==> src/hw/rtl/nrmb_pkg.sv <==
// Shared types, constants and helper functions of the nucleotide rate matrix builder.
package nrmb_pkg;

  localparam int MODEL_W    = 3;
  localparam int KAPPA_W    = 16;
  localparam int CFG_IDX_W  = 1;
  localparam int CFG_DATA_W = 16;

  localparam int FREQ_W   = 17;
  localparam int SEX_W    = 24;
  localparam int PROD_W   = 41;
  localparam int NUM_W    = 43;
  localparam int ROW_LO_W = 22;
  localparam int ROW_HI_W = NUM_W - ROW_LO_W;
  localparam int PLO_W    = ROW_LO_W + FREQ_W;
  localparam int PHI_W    = ROW_HI_W + FREQ_W;
  localparam int SLO_W    = PLO_W + 2;
  localparam int SHI_W    = PHI_W + 2;
  localparam int DEN_W    = 62;
  localparam int DEN3_W   = DEN_W + 2;
  localparam int QUO_W    = 34;
  localparam int VAL_W    = 32;

  localparam int NBASE   = 4;
  localparam int LANES   = NBASE * NBASE;
  localparam int ENT_W   = 4;

  localparam int DIV_STEPS = QUO_W / 2;
  localparam int STEP_W    = 5;
  localparam logic [STEP_W-1:0] LAST_STEP = STEP_W'(DIV_STEPS - 1);

  localparam logic [CFG_IDX_W-1:0] CFG_MODEL = 1'b0;
  localparam logic [CFG_IDX_W-1:0] CFG_KAPPA = 1'b1;

  localparam logic [KAPPA_W-1:0] KAPPA_RESET = 16'd1024;

  localparam logic [SEX_W-1:0]  ONE_Q16     = 24'd65536;
  localparam logic [FREQ_W-1:0] QUARTER_Q16 = 17'd16384;
  localparam logic [SEX_W-1:0]  GTR_AC      = 24'd81112;
  localparam logic [SEX_W-1:0]  GTR_AG      = 24'd235211;
  localparam logic [SEX_W-1:0]  GTR_AT      = 24'd142090;
  localparam logic [SEX_W-1:0]  GTR_CG      = 24'd47908;
  localparam logic [SEX_W-1:0]  GTR_CT      = 24'd452880;

  localparam logic [3:0] PAIR_AC = 4'b0001;
  localparam logic [3:0] PAIR_AG = 4'b0010;
  localparam logic [3:0] PAIR_AT = 4'b0011;
  localparam logic [3:0] PAIR_CG = 4'b0110;
  localparam logic [3:0] PAIR_CT = 4'b0111;

  localparam logic [VAL_W-1:0] SAT_POS = 32'h7FFF_FFFF;
  localparam logic [VAL_W-1:0] SAT_NEG = 32'h8000_0000;

  typedef enum logic [MODEL_W-1:0] {
    MODEL_JC69  = 3'd0,
    MODEL_F81   = 3'd1,
    MODEL_K2P   = 3'd2,
    MODEL_HKY85 = 3'd3,
    MODEL_GTR   = 3'd4
  } model_e;

  typedef enum logic [1:0] {
    DIV_IDLE,
    DIV_RUN,
    DIV_DONE
  } div_state_e;

  typedef struct packed {
    logic                            valid;
    logic                            zero;
    logic [LANES-1:0][NUM_W-1:0]     num;
    logic [DEN_W-1:0]                den;
    logic [DEN3_W-1:0]               den3;
  } front_t;

  typedef struct packed {
    logic load;
    logic step;
  } div_ctrl_t;

  typedef struct packed {
    logic             ovf;
    logic [QUO_W-1:0] quo;
  } lane_res_t;

  function automatic model_e eff_model(logic [MODEL_W-1:0] sel);
    model_e m;
    case (sel)
      MODEL_JC69:  m = MODEL_JC69;
      MODEL_F81:   m = MODEL_F81;
      MODEL_K2P:   m = MODEL_K2P;
      MODEL_HKY85: m = MODEL_HKY85;
      MODEL_GTR:   m = MODEL_GTR;
      default:     m = MODEL_F81;
    endcase
    return m;
  endfunction

  function automatic logic [SEX_W-1:0] exch(model_e m, logic [KAPPA_W-1:0] kap,
                                            logic [1:0] a, logic [1:0] b);
    logic [3:0]       pair;
    logic [SEX_W-1:0] res;
    pair = (a < b) ? {a, b} : {b, a};
    res  = ONE_Q16;
    case (m)
      MODEL_K2P, MODEL_HKY85: begin
        if (pair == PAIR_AG || pair == PAIR_CT) begin
          res = {kap, 8'b0};
        end
      end
      MODEL_GTR: begin
        case (pair)
          PAIR_AC: res = GTR_AC;
          PAIR_AG: res = GTR_AG;
          PAIR_AT: res = GTR_AT;
          PAIR_CG: res = GTR_CG;
          PAIR_CT: res = GTR_CT;
          default: res = ONE_Q16;
        endcase
      end
      default: res = ONE_Q16;
    endcase
    return res;
  endfunction

endpackage

==> src/hw/rtl/nrmb_merge.sv <==
// Merge stage: hold the lane results, round and saturate, stream entries row-major.
module nrmb_merge import nrmb_pkg::*; (
  input  logic                   clk_i,
  input  logic                   rst_ni,
  input  logic                   xfer_i,
  input  lane_res_t [LANES-1:0]  res_i,
  input  logic                   err_i,
  output logic                   buf_free_o,
  output logic                   out_valid_o,
  input  logic                   out_stall_i,
  output logic [1:0]             row_index_o,
  output logic [1:0]             col_index_o,
  output logic [VAL_W-1:0]       rate_value_o,
  output logic                   last_entry_o,
  output logic                   norm_error_o
);

  lane_res_t [LANES-1:0] buf_q;
  logic                  berr_q;
  logic                  bvalid_q;
  logic [ENT_W-1:0]      bcnt_q;
  logic                  out_valid_q;
  logic                  out_ld;
  logic                  take_last;
  lane_res_t             sel;
  logic [QUO_W-1:0]      rsum;
  logic [QUO_W-2:0]      mag;
  logic                  diag;
  logic [VAL_W-1:0]      val_d;
  logic [1:0]            row_q, col_q;
  logic [VAL_W-1:0]      val_q;
  logic                  last_q, err_q;

  assign out_ld     = bvalid_q && (!out_valid_q || !out_stall_i);
  assign take_last  = out_ld && (bcnt_q == {ENT_W{1'b1}});
  assign buf_free_o = !bvalid_q || take_last;

  always_comb begin
    sel  = buf_q[bcnt_q];
    diag = (bcnt_q[3:2] == bcnt_q[1:0]);
    rsum = {1'b0, sel.quo[QUO_W-1:1]} + QUO_W'(1);
    mag  = rsum[QUO_W-1:1];
    if (berr_q) begin
      val_d = '0;
    end else if (diag) begin
      if (sel.ovf || mag > (QUO_W-1)'(SAT_NEG)) begin
        val_d = SAT_NEG;
      end else begin
        val_d = '0 - mag[VAL_W-1:0];
      end
    end else begin
      if (sel.ovf || mag > (QUO_W-1)'(SAT_POS)) begin
        val_d = SAT_POS;
      end else begin
        val_d = mag[VAL_W-1:0];
      end
    end
  end

  always_ff @(posedge clk_i or negedge rst_ni) begin
    if (!rst_ni) begin
      bvalid_q    <= 1'b0;
      bcnt_q      <= '0;
      out_valid_q <= 1'b0;
    end else begin
      if (xfer_i) begin
        bvalid_q <= 1'b1;
        bcnt_q   <= '0;
      end else if (out_ld) begin
        bcnt_q <= bcnt_q + ENT_W'(1);
        if (take_last) begin
          bvalid_q <= 1'b0;
        end
      end
      if (out_ld) begin
        out_valid_q <= 1'b1;
      end else if (!out_stall_i) begin
        out_valid_q <= 1'b0;
      end
    end
  end

  always_ff @(posedge clk_i) begin
    if (xfer_i) begin
      buf_q  <= res_i;
      berr_q <= err_i;
    end
    if (out_ld) begin
      row_q  <= bcnt_q[3:2];
      col_q  <= bcnt_q[1:0];
      val_q  <= val_d;
      last_q <= (bcnt_q == {ENT_W{1'b1}});
      err_q  <= berr_q;
    end
  end

  assign out_valid_o  = out_valid_q;
  assign row_index_o  = row_q;
  assign col_index_o  = col_q;
  assign rate_value_o = val_q;
  assign last_entry_o = last_q;
  assign norm_error_o = err_q;

endmodule

==> config.mk <==
export PLATFORM = sky130hd
export DESIGN_NAME = nrmb_merge
export DESIGN_NICKNAME = d
export VERILOG_FILES = /design/src/hw/rtl/nrmb_pkg.sv /design/src/hw/rtl/nrmb_merge.sv
export SDC_FILE = /design/constraint.sdc
export NUM_CORES = 1
export LEC_CHECK = 0
export ABC_AREA = 1
export BUFFER_PORTS_ARGS = -buffer_cell sky130_fd_sc_hd__buf_4
export CAP_MARGIN = 20
export CORE_AREA = 4 4 236 238
export CTS_BUF_LIST = sky130_fd_sc_hd__clkbuf_8
export CTS_CLUSTER_SIZE = 25
export DETAILED_ROUTE_END_ITERATION = 16
export DIE_AREA = 0 0 240 242
export PLACE_DENSITY = 0.85
export RECOVER_POWER = 100
export SLEW_MARGIN = 20
export SYNTH_ARGS = -nofsm -noshare
export SYNTH_HDL_FRONTEND = slang
export SYNTH_SLANG_ARGS = --single-unit
==> constraint.sdc <==
create_clock -name clk_i -period 7 [get_ports clk_i]
set_clock_uncertainty 0.2 [all_clocks]
set_input_delay 1.4 -clock clk_i [delete_from_list [all_inputs] [get_ports clk_i]]
set_output_delay 1.4 -clock clk_i [all_outputs]
set_load 0.02 [all_outputs]
==> flow_metrics.tcl, run 1 <==
set metrics [dict create \
    power.leakage_uw 0.0147 \
    critPathKind "register to register" \
    setup_viol 0 \
    r2r_end "rate_value_o[14]" \
    grt_antenna_before_repair 28 \
    die_w_um 240 \
    synth_top_area_share_pct 64.6 \
    tightest_slew_ns 4.02 \
    fill_cells 4206 \
    num_io_pins 605 \
    root_buffer "clkbuf_8" \
    hold_class "register to register" \
    nNetsFinal 3969 \
    area_growth_pct 23.5 \
    cts_hold_buf 0 \
    slew_headroom_pct -168 \
    cts_resized 0 \
    cts_tree "done" \
    syn_area_per_cell_um2 9.65 \
    min_from "bvalid_q" \
    wl_per_cell_um 19.8 \
    io_buffers 588 \
    cp.required_ns 7.29 \
    rows 85 \
    postSynthCellCount 2810 \
    start_util_pct 50.6 \
    cts_buffers 95 \
    final_cell_mix "nand2_1 (963), edfxtp_1 (583), clkbuf_4 (519)" \
    yosys-top-cells-area "edfxtp_1 (65%), nand2_1 (13%), nand3_1 (4.9%)" \
    antenna_left 0 \
    synth-main-ff-cell "edfxtp_1" \
    maxSlewViolCount 207 \
    min_period_ns 5.79 \
    clk_latency_ns 0.70 \
    core_region_area_um2 53600 \
    reg2reg_depth 23 \
    place_hpwl_mm 58.1 \
    fp.dieArea_um2 58100 \
    clockBufferDepth 3 \
    first_pass_iters 6 \
    synth_top_area_cell "edfxtp_1" \
    drc_errors 0 \
    num_vias 22000 \
    endpoint "rate_value_o[14]" \
    syn_area_um2 27100 \
    cp-startpoint "bcnt_q[2]" \
    stdcell_area_um2 33500 \
    routed_via_density 5.25 \
    violations "max-capacitance violations, max-slew violations" \
    setup_tns_ns 0 \
    dpl_cell_area_um2 32000 \
    synth_edf_count 583 \
    hold_violations 0 \
    h-tree-depth 3 \
    crit_arrival_ns 6.07 \
    cp-start-kind "register" \
    post-route-period-util_pct 82.7 \
    grt_max_degree 188 \
    grt_overflow 0 \
    reg2reg_from "bcnt_q[2]" \
    synth-seq-cells 589 \
    yosysWarningCount 0 \
    grt_use_total_pct 27.8 \
    cts_setup_buffers 0 \
    synth_nets 3379 \
    final_common_cell "nand2_1" \
    globalplace.congestion 0.941 \
    vdd_ir_drop_max_mv 0.235 \
    grt_pass1_vias 21700 \
    reg2reg_slack_ns 1.21 \
    fp.dieH_um 242 \
    maxCapViolCount 4 \
    fmax_mhz 173 \
    clk_pin_slew_ns 0.06 \
    status "finished with violations" \
    drtIter0Drc 2203 \
    drive_above_1_share_pct 20.0 \
    cts_sinks 589 \
    rsz0062_at_grt "false" \
    wl_mm 83.1 \
    p_per_area_nw_per_um2 259 \
    cp-end-kind "register" \
    crit_fanout 30 \
    async_flop_share_pct 1.02 \
    grt_pass1_wl_mm 122 \
    yosysSeqAreaShare_pct 65.1 \
    hold_slack_ns 0.290 \
    ys_types 34 \
]
-- how the worst min path moves through the flow --
stage                           endpoint  slack [ns]  cells after the start
final                           bvalid_q        0.29                      2
after global routing           bcnt_q[0]        0.35                      1
after CTS                      bcnt_q[0]        0.27                      1
after detailed placement        bvalid_q        0.28                      2
after global placement          bvalid_q        0.28                      2
after floorplan           col_index_o[1]        0.27                      0
-- per-layer routing --
metal	track usage, %	wire length [um]	share of wire [%]
met1	33.7	30500	37
met3	5.97	6910	8.3
met4	13.5	4460	5.4
met5	0	23	0.028
met2	47.2	41200	50
-- Yosys cell counts (6+ instances only) --
| master | instances |
|---|---|
| inv_1 | 306 |
| dfrtp_1 | 6 |
| buf_2 | 58 |
| o21ai_0 | 87 |
| buf_6 | 12 |
| buf_4 | 21 |
| nor2_1 | 304 |
| nor2_2 | 12 |
| nand3_1 | 266 |
| buf_1 | 8 |
| a21oi_1 | 36 |
| inv_2 | 13 |
| nand4_1 | 9 |
| nand2_2 | 6 |
| clkbuf_1 | 22 |
| xor2_1 | 25 |
| nand2_1 | 962 |
| o21ai_1 | 38 |
| edfxtp_1 | 583 |
-- where the power goes --
part | switching, uW | internal, uW
Combinational | 1120 | 553
Sequential | 102 | 4230
Clock | 1350 | 1330
Total | 2570 | 6110
-- registers in the layout (all words and copies together), names as in the netlist --
signal,count
col_index_o,2
berr_q,1
buf_q,544
row_index_o,2
bcnt_q,4
bvalid_q,1
out_valid_o,1
last_entry_o,1
norm_error_o,1
rate_value_o,32
-- final cells by class --
cell class	instances	area (um2)	area share [%]
Tap cell	696	871	2.60
Multi-Input combinational cell	1780	7580	22.6
Sequential cell	589	17700	52.7
Clock buffer	97	1340	3.99
Timing Repair Buffer	614	4410	13.2
Antenna cell	27	67.6	0.202
Inverter	320	1210	3.62
Clock inverter	73	365	1.09
-- cells by family after synthesis --
logic type	Yosys count	share of synthesized area, %
flip-flops	589	65.1
buffers and inverters	441	6.99
AO/OA/AOI/OAI	177	3.41
AND/OR/NAND/NOR	1573	23.5
adder cells (fa/ha/maj)	4	0.185
XOR/XNOR	26	0.840
-- worst max-delay path, stage by stage (launching register included) --
cell,delay (ns)
dfrtp_1,1.07
nand2_1,0.19
inv_2,0.63
nand2_1,0.11
nand2_1,0.17
inv_1,0.06
nand2_1,0.22
ha_1,0.25
inv_1,0.11
nor2_4,0.24
nand2_1,0.15
nor2_2,0.25
nand2_1,0.08
nand2_1,0.23
nand2_1,0.12
nor2_1,0.17
nand2_1,0.07
nor2_1,0.12
nand3_1,0.09
nand2_1,0.06
nand2_1,0.10
nor2_4,0.55
nand2_1,0.12
a21oi_1,0.22
-- stage by stage --
step / setup slack [ns] / cells / util [%] / total power, uW
2_1_floorplan: 2.68 / 2810 / - / 5380
3_3_place_gp: 1.55 / 3998 / 59.7 / 6050
3_5_place_dp: 1.58 / 3998 / 59.7 / 6100
4_1_cts: 1.54 / 4168 / 62.9 / 8770
5_1_grt: 0.729 / 4194 / 62.5 / 9110
6_report: 1.21 / 4196 / 62.5 / 8680
(Power assumes the default switching activity.)
==> inputs of run 2 (changes only) <==
Settings changed: CORE_AREA 4 4 236 238 to 4 4 232 234, DIE_AREA 0 0 240 242 to 0 0 236 238, PLACE_DENSITY 0.85 to 0.88.
Clock period 7 ns to 5.4 ns, I/O delays scaled along.
==> run 2 against run 1 <==
  * Highest routed layer unchanged
  * Wire length grew 3.4%
  * The run still ends with max-capacitance violations, max-slew violations left
  * Via count rose by 2.5%
  * Die area fell by 3.3%
  * Global-route usage grew 1.8 points
  * Critical path depth shrank 21
==> flow_metrics.tcl, run 2 (same netlist as run 1, synthesis figures left out) <==
set metrics [dict create \
    hold_class "register to register" \
    p_sw_uw 3400 \
    core_region_area_um2 52000 \
    violations "max-capacitance violations, max-slew violations" \
    clk_pin_slew_ns 0.06 \
    crit_arrival_ns 5.17 \
    status "finished with violations" \
    setup_tns_ns 0 \
    path_buf_inv 2 \
    grt_max_degree 127 \
    post-route-period-util_pct 94.3 \
    p_sw_share_pct 30.0 \
    dpl_cell_area_um2 32300 \
    post-route-util_pct 64.6 \
    cp-end-kind "register" \
    place_hpwl_mm 60.6 \
    h-tree-depth 3 \
    drtIter0Drc 2195 \
    reg2reg_depth 26 \
    io_buffers 588 \
    reg2reg_from "bcnt_q[0]" \
    tightest_slew_ns 3.27 \
    reg2reg_slack_ns 0.41 \
    antenna_left 0 \
    min_from "bvalid_q" \
    power_frac_seq_pct 49.4 \
    fmax_mhz 196 \
    area_growth_pct 24.0 \
    grt_pass1_wl_mm 127 \
    min_period_ns 5.09 \
    cts_tree "done" \
    worstHoldEndpoint "bvalid_q" \
    rsz0062_at_grt "false" \
    cts_buffers 93 \
    crit_fanout 126 \
    final_common_cell "nand2_1" \
    grt_overflow 0 \
    stdcell_area_um2 33600 \
    crit_top_cell "clkbuf_2" \
    start_util_pct 52.1 \
    hold_path_depth 2 \
    routed_via_density 5.37 \
    grt_antenna_before_repair 20 \
    fp.dieArea_um2 56200 \
    wl_per_cell_um 20.4 \
    num_io_pins 605 \
    globalplace.congestion 0.925 \
    largest_reg_flops 544 \
    p_per_area_nw_per_um2 337 \
    largest_register "buf_q" \
    clock_power_share_pct 30.7 \
    drc_errors 0 \
    power.leakage_uw 0.0148 \
    wl_mm 85.9 \
    slowest_stage "clkbuf_2" \
    cp-start-kind "input pin" \
    grt_use_total_pct 29.6 \
    root_buffer "clkbuf_8" \
    critPathKind "input pin to register" \
    vdd_ir_drop_max_mv 0.266 \
    drive_above_1_share_pct 19.7 \
    p_int_uw 7940 \
    clockBufferDepth 3 \
    cts_sinks 589 \
    r2r_end "rate_value_o[6]" \
    fp.dieH_um 238 \
    slowest_delay_ns 2.17 \
    crit_family "buffers and inverters" \
    path_cells "clkbuf_2 > clkbuf_2" \
    nNetsFinal 3997 \
    slew_headroom_pct -118 \
    maxSlewViolCount 396 \
    rows 84 \
    clk_latency_ns 0.69 \
    maxCapViolCount 7 \
    combPwrFrac_pct 20.0 \
    first_pass_iters 6 \
    cp.required_ns 5.47 \
    final_cell_mix "nand2_1 (962), edfxtp_1 (583), clkbuf_4 (491)" \
    num_vias 22600 \
    die_w_um 236 \
    setup_viol 0 \
    hold_violations 0 \
    grt_pass1_vias 22200 \
]
-- run 2: changes by cell type in the layout (fill, tap and decap cells not counted), moves of 4 or more --
cell / change
clkbuf_8: -4
clkbuf_1: +34
buf_12: +8
buf_4: +9
diode_2: -7
clkbuf_4: -28
inv_1: -5
-- run 2: layout make-up --
type	count	area, um2
antenna	20	50.0
clock buffer	93	1280
clock inverter	71	378
fill	3905	18400
inverter	320	1210
multi-input combinational	1781	7590
sequential	589	17700
tap	688	861
timing repair buffer	643	4590
-- run 2: stage by stage --
stage | total power, uW | cells | hold WS (ns) | setup slack [ns]
after floorplan | 6970 | 2810 | 0.267 | 1.72
after global placement | 7890 | 4018 | 0.293 | 0.505
after detailed placement | 7970 | 4018 | 0.321 | 0.348
after CTS | 11400 | 4183 | 0.306 | 0.260
after global routing | 11800 | 4203 | 0.352 | 0.0381
final | 11300 | 4205 | 0.344 | 0.307
-- run 2: metal layers --
layer	vias up	part of all wire, %	wire length [um]	global-route usage [%]
met5	-	0.033	28	0
met4	4	5.7	4910	15.9
met3	282	9.5	8170	5.43
met2	1382	50	43000	50.7
met1	10500	35	29800	35.9
li1	10400	-	-	-
-- run 2: worst max-delay path by stage --
stage                                 end  cells past startpoint   startpoint
after CTS                 rate_value_o[4]                     25    bcnt_q[0]
after global routing      rate_value_o[6]                     26    bcnt_q[0]
after floorplan                buf_free_o                      5  out_stall_i
after global placement    rate_value_o[4]                     25    bcnt_q[1]
final                           buf_q[58]                      2       xfer_i
after detailed placement  rate_value_o[4]                     25    bcnt_q[0]
-- run 2: worst register-to-register path, stage by stage (launching register included) --
cell and delay [ns]:
dfrtp_4 0.46, buf_12 0.23, buf_12 0.37, nor2_1 0.13
nor2_1 0.15, o21ai_0 0.15, nand2_1 0.09, nand2_1 0.05
nand2_1 0.18, inv_1 0.09, nand2_1 0.26, nand2_1 0.12
nor2_1 0.17, nand2_1 0.07, nor2_1 0.21, nand2_1 0.14
nand2_1 0.08, nand2_1 0.14, nor2_2 0.19, nand2_1 0.12
nor2_1 0.13, nand3_1 0.08, nand2_1 0.08, nand2_2 0.09
nor2_2 0.54, nand2_1 0.11, a21oi_1 0.20
-- run 2: power by group through the flow --
stage               Clock [uW]  Sequential [uW]  Combinational [uW]
floorplan                    0             5700                1270
global placement             0             5660                2230
detailed placement           0             5680                2290
CTS                       3510             5590                2310
global route              3720             5630                2500
finish                    3480             5600                2260
-- run 2: what timing repair did --
| item | in CTS | in global routing |
|---|---|---|
| setup endpoints to repair | 0 | 27 |
| hold endpoints to repair | 6 | 0 |
| resized for setup | 0 | 1 |
| hold buffers | 1 | 0 |
| setup buffers | 0 | 0 |
